===== src/rtl/tst_pkg.sv =====
// Package for the TDMA slot timer: widths, action and mode codes,
// register indexes, reset values and the structs shared by the modules.
// No dependencies.
`timescale 1ns / 1ps

package tst_pkg;

    localparam int COUNT_WIDTH = 16;
    localparam int ACTION_WIDTH = 3;
    localparam int MODE_WIDTH = 2;
    localparam int CFG_INDEX_WIDTH = 3;

    // Action codes
    localparam logic [ACTION_WIDTH-1:0] ACT_TICK  = 3'd0;
    localparam logic [ACTION_WIDTH-1:0] ACT_START = 3'd1;
    localparam logic [ACTION_WIDTH-1:0] ACT_STOP  = 3'd2;
    localparam logic [ACTION_WIDTH-1:0] ACT_SYNC  = 3'd3;
    localparam logic [ACTION_WIDTH-1:0] ACT_MODE  = 3'd4;

    // Communication modes
    localparam logic [MODE_WIDTH-1:0] MODE_NONE      = 2'd0;
    localparam logic [MODE_WIDTH-1:0] MODE_PARENT_RX = 2'd1;
    localparam logic [MODE_WIDTH-1:0] MODE_CHILD_RX  = 2'd2;
    localparam logic [MODE_WIDTH-1:0] MODE_TX        = 2'd3;

    // Register indexes
    localparam logic [CFG_INDEX_WIDTH-1:0] REG_SLOT_PERIOD    = 3'd0;
    localparam logic [CFG_INDEX_WIDTH-1:0] REG_RX_OFFSET      = 3'd1;
    localparam logic [CFG_INDEX_WIDTH-1:0] REG_TX_OFFSET      = 3'd2;
    localparam logic [CFG_INDEX_WIDTH-1:0] REG_SYNC_RX_OFFSET = 3'd3;
    localparam logic [CFG_INDEX_WIDTH-1:0] REG_DISPLAY_START  = 3'd4;
    localparam logic [CFG_INDEX_WIDTH-1:0] REG_DISPLAY_CYCLE  = 3'd5;

    // Register reset values
    localparam logic [COUNT_WIDTH-1:0] RST_SLOT_PERIOD    = COUNT_WIDTH'(1000);
    localparam logic [COUNT_WIDTH-1:0] RST_RX_OFFSET      = COUNT_WIDTH'(100);
    localparam logic [COUNT_WIDTH-1:0] RST_TX_OFFSET      = COUNT_WIDTH'(200);
    localparam logic [COUNT_WIDTH-1:0] RST_SYNC_RX_OFFSET = COUNT_WIDTH'(300);
    localparam logic [COUNT_WIDTH-1:0] RST_DISPLAY_START  = COUNT_WIDTH'(50);
    localparam logic [COUNT_WIDTH-1:0] RST_DISPLAY_CYCLE  = COUNT_WIDTH'(250);

    typedef struct packed {
        logic [COUNT_WIDTH-1:0] slot_period;
        logic [COUNT_WIDTH-1:0] rx_offset;
        logic [COUNT_WIDTH-1:0] tx_offset;
        logic [COUNT_WIDTH-1:0] sync_rx_offset;
        logic [COUNT_WIDTH-1:0] display_start;
        logic [COUNT_WIDTH-1:0] display_cycle;
    } cfg_t;

    typedef struct packed {
        logic [ACTION_WIDTH-1:0] action;
        logic [COUNT_WIDTH-1:0]  value;
        logic [MODE_WIDTH-1:0]   comm_mode;
    } request_t;

    typedef struct packed {
        logic                   slot_start;
        logic                   rx_start;
        logic                   tx_start;
        logic                   sync_rx_open;
        logic                   display_tick;
        logic [COUNT_WIDTH-1:0] count_now;
    } result_t;

endpackage


===== src/rtl/tst_cfg_regs.sv =====
// Configuration register file of the TDMA slot timer.
// Depends on tst_pkg.
`timescale 1ns / 1ps

module tst_cfg_regs (
    input  logic                               clk,
    input  logic                               rst_n,
    input  logic                               wr_en,
    input  logic [tst_pkg::CFG_INDEX_WIDTH-1:0] wr_index,
    input  logic [tst_pkg::COUNT_WIDTH-1:0]    wr_data,
    output tst_pkg::cfg_t                      cfg
);

    tst_pkg::cfg_t cfg_reg;
    tst_pkg::cfg_t cfg_next;

    // Decode the write; indexes beyond the list are dropped
    always_comb
    begin
        cfg_next = cfg_reg;
        if (wr_en)
        begin
            unique case (wr_index)
                tst_pkg::REG_SLOT_PERIOD:    cfg_next.slot_period    = wr_data;
                tst_pkg::REG_RX_OFFSET:      cfg_next.rx_offset      = wr_data;
                tst_pkg::REG_TX_OFFSET:      cfg_next.tx_offset      = wr_data;
                tst_pkg::REG_SYNC_RX_OFFSET: cfg_next.sync_rx_offset = wr_data;
                tst_pkg::REG_DISPLAY_START:  cfg_next.display_start  = wr_data;
                tst_pkg::REG_DISPLAY_CYCLE:  cfg_next.display_cycle  = wr_data;
                default:                     cfg_next = cfg_reg;
            endcase
        end
    end

    always_ff @(posedge clk or negedge rst_n)
    begin
        if (!rst_n)
        begin
            cfg_reg.slot_period    <= tst_pkg::RST_SLOT_PERIOD;
            cfg_reg.rx_offset      <= tst_pkg::RST_RX_OFFSET;
            cfg_reg.tx_offset      <= tst_pkg::RST_TX_OFFSET;
            cfg_reg.sync_rx_offset <= tst_pkg::RST_SYNC_RX_OFFSET;
            cfg_reg.display_start  <= tst_pkg::RST_DISPLAY_START;
            cfg_reg.display_cycle  <= tst_pkg::RST_DISPLAY_CYCLE;
        end
        else
        begin
            cfg_reg <= cfg_next;
        end
    end

    assign cfg = cfg_reg;

endmodule


===== src/rtl/tst_engine.sv =====
// Slot timer state and the single-pass step logic for one request.
// Depends on tst_pkg.
`timescale 1ns / 1ps

module tst_engine (
    input  logic              clk,
    input  logic              rst_n,
    input  logic              step_en,
    input  tst_pkg::request_t req,
    input  tst_pkg::cfg_t     cfg,
    output tst_pkg::result_t  res
);

    localparam int W = tst_pkg::COUNT_WIDTH;

    logic [W-1:0] counter_reg,  counter_next;
    logic         running_reg,  running_next;
    logic [W-1:0] cur_period_reg, cur_period_next;
    logic [W-1:0] nxt_period_reg, nxt_period_next;
    logic [W-1:0] disp_cmp_reg, disp_cmp_next;
    logic         rx_en_reg,    rx_en_next;
    logic         tx_en_reg,    tx_en_next;
    logic         sync_en_reg,  sync_en_next;

    logic         wrap;
    logic [W-1:0] tick_count;
    logic [W-1:0] disp_base;
    logic         disp_hit;

    // Tick datapath: wrap or increment, then compare the new count
    assign wrap       = (counter_reg >= cur_period_reg);
    assign tick_count = wrap ? '0 : W'(counter_reg + W'(1));
    assign disp_base  = wrap ? cfg.display_start : disp_cmp_reg;
    assign disp_hit   = (tick_count == disp_base);

    always_comb
    begin
        counter_next    = counter_reg;
        running_next    = running_reg;
        cur_period_next = cur_period_reg;
        nxt_period_next = nxt_period_reg;
        disp_cmp_next   = disp_cmp_reg;
        rx_en_next      = rx_en_reg;
        tx_en_next      = tx_en_reg;
        sync_en_next    = sync_en_reg;
        res             = '0;

        unique case (req.action)
            tst_pkg::ACT_TICK:
            begin
                if (running_reg)
                begin
                    counter_next = tick_count;
                    if (wrap)
                    begin
                        cur_period_next = nxt_period_reg;
                        nxt_period_next = cfg.slot_period;
                    end
                    disp_cmp_next    = disp_hit ? W'(disp_base + cfg.display_cycle)
                                                : disp_base;
                    res.slot_start   = wrap;
                    res.rx_start     = rx_en_reg   && (tick_count == cfg.rx_offset);
                    res.tx_start     = tx_en_reg   && (tick_count == cfg.tx_offset);
                    res.sync_rx_open = sync_en_reg && (tick_count == cfg.sync_rx_offset);
                    res.display_tick = disp_hit;
                end
            end
            tst_pkg::ACT_START:
            begin
                counter_next = req.value;
                running_next = 1'b1;
            end
            tst_pkg::ACT_STOP:
            begin
                running_next    = 1'b0;
                counter_next    = '0;
                cur_period_next = cfg.slot_period;
            end
            tst_pkg::ACT_SYNC:
            begin
                // Drift correction: add (counter - expected) to the next period
                nxt_period_next = W'(nxt_period_reg + W'(counter_reg - req.value));
            end
            tst_pkg::ACT_MODE:
            begin
                rx_en_next   = (req.comm_mode == tst_pkg::MODE_PARENT_RX) ||
                               (req.comm_mode == tst_pkg::MODE_CHILD_RX);
                tx_en_next   = (req.comm_mode == tst_pkg::MODE_TX);
                sync_en_next = (req.comm_mode == tst_pkg::MODE_TX);
            end
            default:
            begin
                counter_next = counter_reg;
            end
        endcase

        res.count_now = counter_next;
    end

    // Commit state only when the request moves to the result register
    always_ff @(posedge clk or negedge rst_n)
    begin
        if (!rst_n)
        begin
            counter_reg    <= '0;
            running_reg    <= 1'b0;
            cur_period_reg <= tst_pkg::RST_SLOT_PERIOD;
            nxt_period_reg <= tst_pkg::RST_SLOT_PERIOD;
            disp_cmp_reg   <= tst_pkg::RST_DISPLAY_START;
            rx_en_reg      <= 1'b0;
            tx_en_reg      <= 1'b0;
            sync_en_reg    <= 1'b0;
        end
        else if (step_en)
        begin
            counter_reg    <= counter_next;
            running_reg    <= running_next;
            cur_period_reg <= cur_period_next;
            nxt_period_reg <= nxt_period_next;
            disp_cmp_reg   <= disp_cmp_next;
            rx_en_reg      <= rx_en_next;
            tx_en_reg      <= tx_en_next;
            sync_en_reg    <= sync_en_next;
        end
    end

`ifndef ASSERT_OFF
    // A stopped timer holds its counter at zero unless a start follows
    a_stop_clears: assert property (@(posedge clk) disable iff (!rst_n)
        step_en && req.action == tst_pkg::ACT_STOP |=> !running_reg && counter_reg == '0)
        else $error("stop did not clear the counter");

    // Tick while stopped leaves the counter untouched
    a_idle_tick: assert property (@(posedge clk) disable iff (!rst_n)
        step_en && req.action == tst_pkg::ACT_TICK && !running_reg
        |=> $stable(counter_reg))
        else $error("counter moved while stopped");
`endif

endmodule


===== src/rtl/tdma_slot_timer.sv =====
// Top level of the TDMA slot timer: request register, result register,
// handshakes and configuration port.
// Depends on tst_pkg, tst_cfg_regs and tst_engine.
`timescale 1ns / 1ps

// The timer takes one request (tick, start, stop, sync correction or mode)
// per clock cycle while in_ready is high and returns one result per
// request, in order. A request waits in the request register and its
// result moves into the result register at the edge where the result
// slot is free or draining; out_valid rises with it. The limiting path is
// the tick loop: counter compare against the current period, the increment
// and the offset and display compares, all combinational ahead of the
// state registers. A stalled result holds one more request in the request
// register before in_ready drops.
// Configuration writes are always ready; write only while the timer is idle.
module tdma_slot_timer (
    input  logic                               clk,
    input  logic                               rst_n,

    input  logic                               in_valid,
    output logic                               in_ready,
    input  logic [tst_pkg::ACTION_WIDTH-1:0]   action,
    input  logic [tst_pkg::COUNT_WIDTH-1:0]    value,
    input  logic [tst_pkg::MODE_WIDTH-1:0]     comm_mode,

    output logic                               out_valid,
    input  logic                               out_ready,
    output logic                               slot_start,
    output logic                               rx_start,
    output logic                               tx_start,
    output logic                               sync_rx_open,
    output logic                               display_tick,
    output logic [tst_pkg::COUNT_WIDTH-1:0]    count_now,

    input  logic                               cfg_valid,
    output logic                               cfg_ready,
    input  logic [tst_pkg::CFG_INDEX_WIDTH-1:0] cfg_index,
    input  logic [tst_pkg::COUNT_WIDTH-1:0]    cfg_data
);

    tst_pkg::cfg_t     cfg;
    tst_pkg::request_t req_reg;
    tst_pkg::result_t  res;
    tst_pkg::result_t  res_reg;
    logic              req_valid_reg;
    logic              out_valid_reg;
    logic              advance;
    logic              in_accept;

    assign cfg_ready = 1'b1;

    tst_cfg_regs u_cfg (
        .clk      (clk),
        .rst_n    (rst_n),
        .wr_en    (cfg_valid && cfg_ready),
        .wr_index (cfg_index),
        .wr_data  (cfg_data),
        .cfg      (cfg)
    );

    // Move a request into the result slot when that slot is free or draining
    assign advance   = req_valid_reg && (!out_valid_reg || out_ready);
    assign in_ready  = !req_valid_reg || advance;
    assign in_accept = in_valid && in_ready;

    tst_engine u_engine (
        .clk     (clk),
        .rst_n   (rst_n),
        .step_en (advance),
        .req     (req_reg),
        .cfg     (cfg),
        .res     (res)
    );

    // Request register
    always_ff @(posedge clk or negedge rst_n)
    begin
        if (!rst_n)
        begin
            req_valid_reg <= 1'b0;
        end
        else if (in_ready)
        begin
            req_valid_reg <= in_valid;
        end
    end

    always_ff @(posedge clk)
    begin
        if (in_accept)
        begin
            req_reg.action    <= action;
            req_reg.value     <= value;
            req_reg.comm_mode <= comm_mode;
        end
    end

    // Result register
    always_ff @(posedge clk or negedge rst_n)
    begin
        if (!rst_n)
        begin
            out_valid_reg <= 1'b0;
        end
        else if (advance)
        begin
            out_valid_reg <= 1'b1;
        end
        else if (out_ready)
        begin
            out_valid_reg <= 1'b0;
        end
    end

    always_ff @(posedge clk)
    begin
        if (advance)
        begin
            res_reg <= res;
        end
    end

    assign out_valid    = out_valid_reg;
    assign slot_start   = res_reg.slot_start;
    assign rx_start     = res_reg.rx_start;
    assign tx_start     = res_reg.tx_start;
    assign sync_rx_open = res_reg.sync_rx_open;
    assign display_tick = res_reg.display_tick;
    assign count_now    = res_reg.count_now;

`ifndef ASSERT_OFF
    // A slot start always comes with the counter back at zero
    a_wrap_zero: assert property (@(posedge clk) disable iff (!rst_n)
        out_valid_reg && res_reg.slot_start |-> res_reg.count_now == '0)
        else $error("slot start with nonzero count");

    // Input stalls only when both the request and result registers are full
    a_stall_cause: assert property (@(posedge clk) disable iff (!rst_n)
        !in_ready |-> req_valid_reg && out_valid_reg && !out_ready)
        else $error("input stalled without a full pipeline");

    // Anything but a tick raises no flag
    a_flags_tick_only: assert property (@(posedge clk) disable iff (!rst_n)
        advance && req_reg.action != tst_pkg::ACT_TICK
        |=> !(res_reg.slot_start || res_reg.rx_start || res_reg.tx_start ||
              res_reg.sync_rx_open || res_reg.display_tick))
        else $error("flag raised by a non-tick request");

    // An advancing request always lands in the result register
    a_advance_lands: assert property (@(posedge clk) disable iff (!rst_n)
        advance |=> out_valid_reg)
        else $error("result lost on advance");
`endif

endmodule

===== config.mk =====
export PLATFORM = sky130hd
export DESIGN_NAME = tdma_slot_timer
export DESIGN_NICKNAME = d
export VERILOG_FILES = /design/src/rtl/tst_pkg.sv /design/src/rtl/tst_cfg_regs.sv /design/src/rtl/tst_engine.sv /design/src/rtl/tdma_slot_timer.sv
export SDC_FILE = /design/constraint.sdc
export NUM_CORES = 1
export LEC_CHECK = 0
export ABC_AREA = 1
export ABC_CLOCK_PERIOD_IN_PS = 3860
export BUFFER_PORTS_ARGS = -buffer_cell sky130_fd_sc_hd__buf_2
export CAP_MARGIN = 0
export CORE_UTILIZATION = 45
export CTS_BUF_LIST = sky130_fd_sc_hd__clkbuf_4
export CTS_CLUSTER_DIAMETER = 40
export DETAILED_ROUTE_END_ITERATION = 6
export GPL_ROUTABILITY_DRIVEN = 1
export PLACE_DENSITY = 0.71
export SLEW_MARGIN = 20
export SYNTH_ARGS = -nofsm -noshare
export SYNTH_HDL_FRONTEND = slang
export SYNTH_HIERARCHICAL = 1
export SYNTH_SLANG_ARGS = --single-unit

===== constraint.sdc =====
create_clock -name clk -period 3.86 [get_ports clk]
set_input_delay 0.772 -clock clk [delete_from_list [all_inputs] [get_ports clk]]
set_output_delay 0.772 -clock clk [all_outputs]
set_load 0.1 [all_outputs]

==> results of run 1 <==
## layout make-up
class	count	area share
timing repair buffer	96	0.0403
inverter	179	0.0464
tap	378	0.0327
antenna	1	0.000173
sequential	207	0.376
clock buffer	92	0.0477
multi-input combinational	1174	0.448
clock inverter	17	0.00899
## per-layer routing
metal	track usage	wire, µm	share of wire
met5	0	0	0
met4	0.0905	1010	0.025
met3	0.0444	3120	0.079
met2	0.434	18100	0.45
met1	0.391	17500	0.44
## cell families (layout without fill, tap and decap cells)
| logic type | count (synthesis) | in the layout | share of synthesized area |
|---|---|---|---|
| compound gates | 212 | 212 | 0.0989 |
| xor+xnor | 46 | 46 | 0.0313 |
| fa+ha+maj | 66 | 66 | 0.0736 |
| buf+inv | 232 | 384 | 0.0768 |
| flops | 207 | 207 | 0.423 |
| mux | 2 | 2 | 0.00175 |
| other cells | 1 | 2 | 0.000292 |
| simple gates | 847 | 847 | 0.294 |
## where the power goes
part | internal, mW | leakage [nW] | switching, mW
Sequential | 2.82 | 2.41 | 0.403
Clock | 1.22 | 0.491 | 0.981
Combinational | 1.91 | 4.43 | 3.62
Total | 5.95 | 7.33 | 5.01
## how the worst max path moves through the flow
stage | to | cells past startpoint
2_1_floorplan | u_engine/disp_cmp_reg[12] | 27
3_3_place_gp | u_engine/disp_cmp_reg[12] | 23
3_5_place_dp | u_engine/disp_cmp_reg[12] | 23
4_1_cts | u_engine/disp_cmp_reg[12] | 22
5_1_grt | u_engine/disp_cmp_reg[11] | 21
6_report | u_engine/disp_cmp_reg[12] | 22
## layout by cell type, fill, tap and decap left out, types with 34 or more instances in the layout
cell type	synthesis	layout
nand2_1	545	542
inv_1	161	161
nand3_1	145	144
dfrtp_1	125	124
clkbuf_4	0	92
o21ai_0	88	85
nor2_1	68	67
buf_2	18	66
ha_1	50	49
edfxtp_1	42	42
dfstp_2	40	40
a21oi_1	36	34
## metrics by stage
step | utilization | TNS [ps] | total power [mW]
after floorplan | - | 0 | 7.20
after global placement | 0.487 | 0 | 8.48
after detailed placement | 0.487 | 0 | 8.56
after CTS | 0.516 | 0 | 10.8
after global routing | 0.518 | -56.7 | 11.7
final | 0.518 | 0 | 11.0
## repair_timing
action                                 4_1_cts  5_1_grt
setup endpoints to repair                    0        6
resized for setup                            0       16
buffers inserted                             0        1
endpoints found under the hold margin        0        0
## worst max-delay path: stages (launching register included)
cell and delay, ps:
dfrtp_1 440, ha_1 320, nand4_1 170, nor3_2 280, nand2_2 140, nand2_2 90
buf_4 210, nand2_1 120, nand2_2 100, inv_1 50, ha_1 290, inv_1 70
o21ai_1 190, nand2_1 90, nand2_2 100, nand3_1 100, nand3_1 100, nand2_1 80
o21ai_1 150, xor2_1 160, nand3_1 90, nand3_1 100, nand2_1 50
==> results.ini, run 1 <==
[timing]
finalCritPeriodShare=0.952
max_slew.worst_pin.slew_ps=884
grt_setup_unrepaired=yes
worst_hold_slack_ps=110
timing_max_transition_violations_final=0
fin_worst_skew_ps=78.7
smallest_setup_slack_after_layout_ps=187
max_freq_mhz=272
final_hold_viol_count=0
slew_headroom=0.410
setup_viol_count_final=0
final.min_clock_period_ps=3670

[floorplan]
core-area_um2=27900
io-pin-count=69
die_area_um2=29200
rows=61
die_height_um=171
chipWidth_um=171
floorplan.initialDensity=0.460

[synth]
number_of_enable_type_register_cells_in_the_synthesized_netlist=42
synth_commonest_cells=545 x nand2_1, 161 x inv_1, 145 x nand3_1
synthesis.instances=1613
synth_area_leaders=dfrtp_1 24%, nand2_1 16%, edfxtp_1 9.8%
synthFlopType=dfrtp_1
syn_area_um2=12900
synthMostInstantiatedCell=nand2_1
mappedNetlistNets=1724
yosysSeqAreaShare=0.423
synth_async_sr_flop_share=0.797
synth_largest_type_area_fraction=0.243
synth_warnings=6
postSynthRegisterBits=207
postSynthAreaPerCell_um2=7.97
post_synth_top_area_cell=dfrtp_1
yosysUniqueCellTypes=54

[global_route]
grt_pass1_vias=11153
globalRouteTotalUtil=0.277
grt_start_max_net_pins=68
grt-ovfl-total=0
grt_antenna_before_repair=1
global_route_wire_length_before_repair_mm=61.6

[clock_network]
clkLatencyLatePin_ps=720
cts_sinks=207
clock_tree.root_cell=clkbuf_4
cts_tree=built
cts_max_path_buffers=3
clock_tree.htree_level_count=2
cts_hold_buf=0
cts_buffers=58
clk_pin_slew_ps=60

[layout]
area_taken_by_multi_input_logic_gates_um2=6480
nNetsFinal=1827
sequential_cell_area_um2=5440
area_delta_synth_final_pct=12.6
largest_register_ffs=96
final_cell_count_no_fill=2144
final_layout_size_suffix_gt1_frac=0.182
fin_area_um2=14500
fill_cells=2756

[placement]
post-dp-hpwl_mm=28.5
detailedPlace.worstSlack_ps=157
placed_cells_incl_taps=2033
post_dp_cell_area_um2=13600
globalplace.congestion=0.968
numPortBuffers=67

[worst_setup_path]
crit-reg2reg-launch=u_engine/counter_reg[14]
r2r-end=u_engine/disp_cmp_reg[12]
reg2regPathDepth=22
worst_r2r_setup_slack_ps=190
path_class=reg2reg
worst-endpoint-required_ps=4400
critical_path_launch_point=u_engine/counter_reg[14]
critical_path_peak_fanout=14
end_kind=flip-flop
cp.arrival_ps=4210
startpoint_kind_of_the_worst_setup_timing_path=flip-flop

[power_and_ir_drop]
pwr_density_cell_nw_per_um2=757
leakage_component_of_the_power_nw=7.33
vdd.ir_drop.worst_mv=0.298

[route]
avgViaCountPerCell=5.49
drtIter0Drc=1080
drt-pass1-iter-count=7
vias=11771
finalWirelength_mm=39.7
remaining_drc_errors=0
antenna_left=0
wire_per_inst_um=18.5

[run_status]
status=complete, no violations

[worst_hold_path]
hold_class=in2async

[flow_run]
max_cap_violations=0

No activity file was read; power rests on OpenSTA's default activity.
==> run 2, diff against run 1 <==
--- a/config.mk
+++ b/config.mk
@@ -7,14 +7,15 @@
 export LEC_CHECK = 0
 export ABC_AREA = 1
 export ABC_CLOCK_PERIOD_IN_PS = 3860
-export BUFFER_PORTS_ARGS = -buffer_cell sky130_fd_sc_hd__buf_2
 export CAP_MARGIN = 0
 export CORE_UTILIZATION = 45
 export CTS_BUF_LIST = sky130_fd_sc_hd__clkbuf_4
 export CTS_CLUSTER_DIAMETER = 40
 export DETAILED_ROUTE_END_ITERATION = 6
+export DONT_BUFFER_PORTS = 1
 export GPL_ROUTABILITY_DRIVEN = 1
-export PLACE_DENSITY = 0.71
+export PLACE_DENSITY = 0.69
+export SKIP_LAST_GASP = 1
 export SLEW_MARGIN = 20
 export SYNTH_ARGS = -nofsm -noshare
 export SYNTH_HDL_FRONTEND = slang
==> results.ini, run 2 (synthesis results as in run 1) <==
[power_and_ir_drop]
pwr_density_cell_nw_per_um2=759  ; +0.38%
vdd.ir_drop.worst_mv=0.276  ; -7.6%
leakage_component_of_the_power_nw=7.13  ; -2.8%

[layout]
nNetsFinal=1771  ; -3.1%
area_delta_synth_final_pct=10.5
final_layout_size_suffix_gt1_frac=0.155  ; -0.0276
post-route-util=0.508  ; -0.00999
largest_register_ffs=96  ; unchanged
mostFrequentLayoutCell=nand2_1
fin_area_um2=14200  ; -1.9%
most-common-layout-cells=542 x nand2_1, 161 x inv_1, 144 x nand3_1

[timing]
slew_headroom=0.311  ; -0.0990
grt_setup_unrepaired=yes
worst_hold_slack_ps=-202  ; -312 ps
max_slew.worst_pin.slew_ps=1030  ; +149 ps
fin_worst_skew_ps=47.1  ; -31.6 ps
timing_max_transition_violations_final=0  ; unchanged
max_freq_mhz=277  ; +1.7%
setup_viol_count_final=0  ; unchanged
final_hold_viol_count=126  ; +126
setup_total_negative_slack_ps=0  ; unchanged
final.min_clock_period_ps=3610  ; -60.3 ps
finalCritPeriodShare=0.936  ; -0.0156

[route]
drt-pass1-iter-count=5  ; -2
vias=11500  ; -2.3%
antenna_left=0  ; unchanged
wire_per_inst_um=18.9  ; +1.7%
drtIter0Drc=1220  ; +13%
remaining_drc_errors=0  ; unchanged
avgViaCountPerCell=5.50  ; +0.17%
finalWirelength_mm=39.4  ; -0.77%

[worst_setup_path]
critical_path_peak_fanout=6  ; -8
startpoint_kind_of_the_worst_setup_timing_path=flip-flop
worst-endpoint-required_ps=4420  ; +20 ps
end_kind=flip-flop
cp.arrival_ps=4170  ; -40 ps
path_class=reg2reg
reg2regPathDepth=24  ; +9.1%

[floorplan]
floorplan.initialDensity=0.460  ; unchanged
io-pin-count=69  ; unchanged
die_area_um2=29200  ; unchanged
chipWidth_um=171  ; unchanged
rows=61  ; unchanged
core-area_um2=27900  ; unchanged
die_height_um=171  ; unchanged

[flow_run]
max_cap_violations=0  ; unchanged

[global_route]
globalRouteTotalUtil=0.276  ; -0.00158
grt_antenna_before_repair=1  ; unchanged
global_route_wire_length_before_repair_mm=60.7  ; -1.5%
grt_start_max_net_pins=166  ; +140%
grt_pass1_vias=10762  ; -3.5%
grt-ovfl-total=0  ; unchanged

[clock_network]
clock_tree.root_cell=clkbuf_4
cts_buffers=59  ; +1.7%
clkLatencyLatePin_ps=710  ; about the same
clock_tree.htree_level_count=2  ; unchanged
cts_sinks=207  ; unchanged
cts_max_path_buffers=3  ; unchanged
clk_pin_slew_ps=70  ; about the same
cts_tree=built

[run_status]
status=finished, violations left
violations=hold timing

[placement]
post_dp_cell_area_um2=13300  ; -2.0%
globalplace.congestion=0.982  ; +1.4%
post-dp-hpwl_mm=28.2  ; -0.99%
numPortBuffers=0  ; -100%

[worst_hold_path]
hold_class=in2async

## run 2: per-stage QoR
step / total power [mW] / worst slack, ps / std cells
2_1_floorplan: 7.20 / 400 / 1613
3_3_place_gp: 8.46 / 188 / 1973
3_5_place_dp: 8.53 / 113 / 1973
4_1_cts: 10.7 / 101 / 2085
5_1_grt: 11.6 / -19.3 / 2091
6_report: 10.8 / 247 / 2091
## run 2: power breakdown
group	internal (mW)	total (mW)	switching [mW]
clock	1.11	2.10	0.987
sequential	2.82	3.44	0.618
combinational	1.94	5.25	3.31
## run 2: path summary, 6_finish.rpt
kind / end / from / slack (ps)
setup / recovery: u_engine/disp_cmp_reg[11] / u_engine/cur_period_reg[9] / 250
hold reg to reg: u_cfg/cfg[21] / u_cfg/cfg[21] / 470
min in group clk: u_cfg/cfg[4] / cfg_data[4] / 160
setup reg to reg: u_engine/disp_cmp_reg[11] / u_engine/cur_period_reg[9] / 250
hold / removal: u_engine/disp_cmp_reg[6] / rst_n / -200
max in group asynchronous: u_engine/cur_period_reg[11] / rst_n / 3660
## run 2: what timing repair did
action / in CTS / in global routing
gates resized for setup: 0 / 11
setup buffers: 0 / 3
endpoints found under the hold margin: 165 / 164
endpoints found under the setup margin: 0 / 12
## run 2: area by class of cell
class	instances	area (µm²)
fillers	2738	13700
diodes	2	5.00
repair buffers	39	335
clock buffers	94	706
clock inverters	18	85.1
inverters	179	672
multi-input cells	1174	6480
flip-flops and latches	207	5440
well taps	378	473
## run 2: critical path, stage by stage (launching register included)
cell and delay, ps:
dfstp_2 510, inv_1 50, ha_1 280, nand2_1 60, inv_1 40, o21bai_1 140
a21oi_2 90, nor2_4 220, nand2_4 100, buf_4 180, nand2_1 60, nand2_1 70
ha_1 330, nand3_1 130, a31oi_1 110, nor2_2 170, o21ai_0 90, buf_4 150
nand2_1 60, nand2_1 90, a21oi_2 140, xor2_1 160, nand3_1 100, nand3_1 100
nand2_1 50
## run 2: routing by layer
layer	share of wire	up-vias	track usage	wire length, µm
met2	0.45	556	0.429	17600
met3	0.092	94	0.0541	3620
met1	0.43	5434	0.385	17100
met4	0.028	0	0.0870	1090
li1	-	5416	-	-
met5	0	-	0	0
==> run 3, diff against run 2 <==
--- a/config.mk
+++ b/config.mk
@@ -8,13 +8,14 @@
 export ABC_AREA = 1
 export ABC_CLOCK_PERIOD_IN_PS = 3860
 export CAP_MARGIN = 0
-export CORE_UTILIZATION = 45
+export CORE_UTILIZATION = 35
 export CTS_BUF_LIST = sky130_fd_sc_hd__clkbuf_4
 export CTS_CLUSTER_DIAMETER = 40
 export DETAILED_ROUTE_END_ITERATION = 6
 export DONT_BUFFER_PORTS = 1
 export GPL_ROUTABILITY_DRIVEN = 1
-export PLACE_DENSITY = 0.69
+export PLACE_DENSITY = 0.58
+export SETUP_SLACK_MARGIN = 0.02
 export SKIP_LAST_GASP = 1
 export SLEW_MARGIN = 20
 export SYNTH_ARGS = -nofsm -noshare
==> results.ini, run 3 (synthesis results as in run 1) <==
[global_route]
grt_antenna_before_repair=2  ; +1
global_route_wire_length_before_repair_mm=64.6  ; +6.5%
grt_start_max_net_pins=166  ; unchanged
globalRouteTotalUtil=0.227  ; -0.0491
grt_pass1_vias=10893  ; +1.2%
grt-ovfl-total=0  ; unchanged

[layout]
fin_area_um2=14600  ; +3.2%
mostFrequentLayoutCell=nand2_1
area_taken_by_multi_input_logic_gates_um2=6570  ; +1.4%
area_delta_synth_final_pct=14.0
most-common-layout-cells=538 x nand2_1, 160 x inv_1, 143 x nand3_1
final_cell_count_no_fill=2198  ; +5.1%
largest_register_ffs=96  ; unchanged
nNetsFinal=1795  ; +1.4%
final_layout_size_suffix_gt1_frac=0.169  ; +0.0140
sequential_cell_area_um2=5440  ; unchanged
fill_cells=3691  ; +35%
post-route-util=0.409  ; -0.0994

[worst_setup_path]
worst-endpoint-required_ps=4510  ; +90 ps
end_kind=flip-flop
reg2regPathDepth=26  ; +8.3%
startpoint_kind_of_the_worst_setup_timing_path=flip-flop
path_class=reg2reg
critical_path_launch_point=u_engine/cur_period_reg[9]
r2r-end=u_engine/disp_cmp_reg[11]
worst_r2r_setup_slack_ps=160  ; -90 ps
crit-reg2reg-launch=u_engine/cur_period_reg[9]
critical_path_peak_fanout=10  ; +4
cp.arrival_ps=4350  ; +180 ps

[clock_network]
cts_max_path_buffers=3  ; unchanged
clk_pin_slew_ps=80  ; about the same
clkLatencyLatePin_ps=810  ; +100 ps
cts_sinks=207  ; unchanged
cts_buffers=59  ; unchanged
cts_tree=built
clock_tree.root_cell=clkbuf_4
cts_hold_buf=10
clock_tree.htree_level_count=2  ; unchanged

[route]
finalWirelength_mm=42.2  ; +7.0%
avgViaCountPerCell=5.19  ; -5.6%
drtIter0Drc=895  ; -27%
antenna_left=0  ; unchanged
wire_per_inst_um=19.2  ; +1.8%
remaining_drc_errors=0  ; unchanged
vias=11416  ; -0.73%
drt-pass1-iter-count=7  ; +2

[worst_hold_path]
hold_class=in2async

[power_and_ir_drop]
p_sw_frac=0.457  ; +0.000723
pwr_density_cell_nw_per_um2=760  ; about the same
power.switching_mw=5.08  ; +3.4%
leakage_component_of_the_power_nw=7.27  ; +2.0%
power.share.combinational=0.499  ; +0.012
vdd.ir_drop.worst_mv=0.312  ; +13%
power.sequential.fraction=0.308  ; -0.011
power_report.internal_total_mw=6.05  ; +3.0%
clock_power_share=0.192  ; -0.003

[timing]
grt_setup_unrepaired=yes
fin_worst_skew_ps=70.7  ; +23.5 ps
max_slew.worst_pin.slew_ps=1030  ; -6.56 ps
final_hold_viol_count=135  ; +7.1%
finalCritPeriodShare=0.959  ; +0.0234
timing_max_transition_violations_final=0  ; unchanged
setup_viol_count_final=0  ; unchanged
max_freq_mhz=270  ; -2.4%
worst_hold_slack_ps=-309  ; -107 ps
final.min_clock_period_ps=3700  ; +90.4 ps
slew_headroom=0.316  ; +0.00438

[placement]
post_dp_cell_area_um2=13400  ; +0.84%
placed_cells_incl_taps=2057  ; +4.3%
globalplace.congestion=0.909  ; -7.5%
numPortBuffers=0  ; unchanged
post-dp-hpwl_mm=29.9  ; +5.9%

[run_status]
violations=hold timing
status=finished, violations left

[floorplan]
rows=69  ; +13%
die_height_um=194  ; +13%
core-area_um2=35800  ; +28%
io-pin-count=69  ; unchanged
die_area_um2=37500  ; +28%
floorplan.initialDensity=0.359  ; -0.101
chipWidth_um=194  ; +13%

[flow_run]
max_cap_violations=0  ; unchanged

[run 3: worst max path at each step]
stage	to	slack (ps)	cells past startpoint
after floorplan	u_engine/disp_cmp_reg[12]	400	27
after global placement	u_engine/disp_cmp_reg[12]	160	26
after detailed placement	u_engine/disp_cmp_reg[12]	100	26
after CTS	u_engine/disp_cmp_reg[12]	20	23
after global routing	u_engine/disp_cmp_reg[12]	-30	26
final	u_engine/disp_cmp_reg[11]	160	26
[run 3: area by class of cell]
cell class / count / share of cell area
multi-input cells: 1174 / 0.449
well taps: 461 / 0.0394
diodes: 2 / 0.000342
clock buffers: 88 / 0.0451
flip-flops and latches: 207 / 0.371
repair buffers: 63 / 0.0402
clock inverters: 24 / 0.00905
inverters: 179 / 0.0459
[run 3: timing repair]
item / 4_1_cts / 5_1_grt
hold endpoints to repair: 175 / 165
gates resized for setup: 1 / 33
buffers inserted: 0 / 15
pin swaps: 0 / 10
gates cloned: 1 / 1
setup endpoints to repair: 1 / 9
[run 3: worst max-delay path: stages (launching register included)]
cell      delay, ps
dfstp_2         520
inv_1            50
ha_1            280
nand2_1          60
inv_1            40
o21bai_1        180
a21oi_2         100
nor2_4          190
buf_6           140
buf_12          120
buf_4           110
nand3_2          80
nand2_2          90
inv_1            40
ha_1            280
nand2_1         110
a31oi_4          40
nor2_2          190
o21ai_2          70
buf_4           140
nand2_1          70
nand2_2          70
a21oi_2         150
xor2_1          150
nand3_1         100
nand3_1         110
nand2_1          50
[run 3: per-stage QoR]
stage                     setup TNS (ps)  power, mW  setup slack (ps)
after floorplan                        0       7.20               400
after detailed placement               0       8.59               104
final                                  0       11.1               157
after CTS                              0       10.8              23.3
after global routing               -40.4       12.0             -27.0
after global placement                 0       8.58               158
[run 3: per-layer routing]
metal / wire length, µm / GRT usage / vias to the layer above
met5: 0 / 0 / -
met4: 1250 / 0.0839 / 0
met3: 2960 / 0.0485 / 83
met2: 18700 / 0.345 / 405
met1: 19300 / 0.315 / 5455
li1: - / - / 5473
[run 3: power groups by stage]
stage	Combinational, mW	Clock (mW)	Sequential, mW
finish	5.55	2.14	3.43
global route	6.15	2.33	3.48
CTS	5.19	2.22	3.42
detailed placement	5.14	0	3.45
global placement	5.13	0	3.45
floorplan	3.89	0	3.31
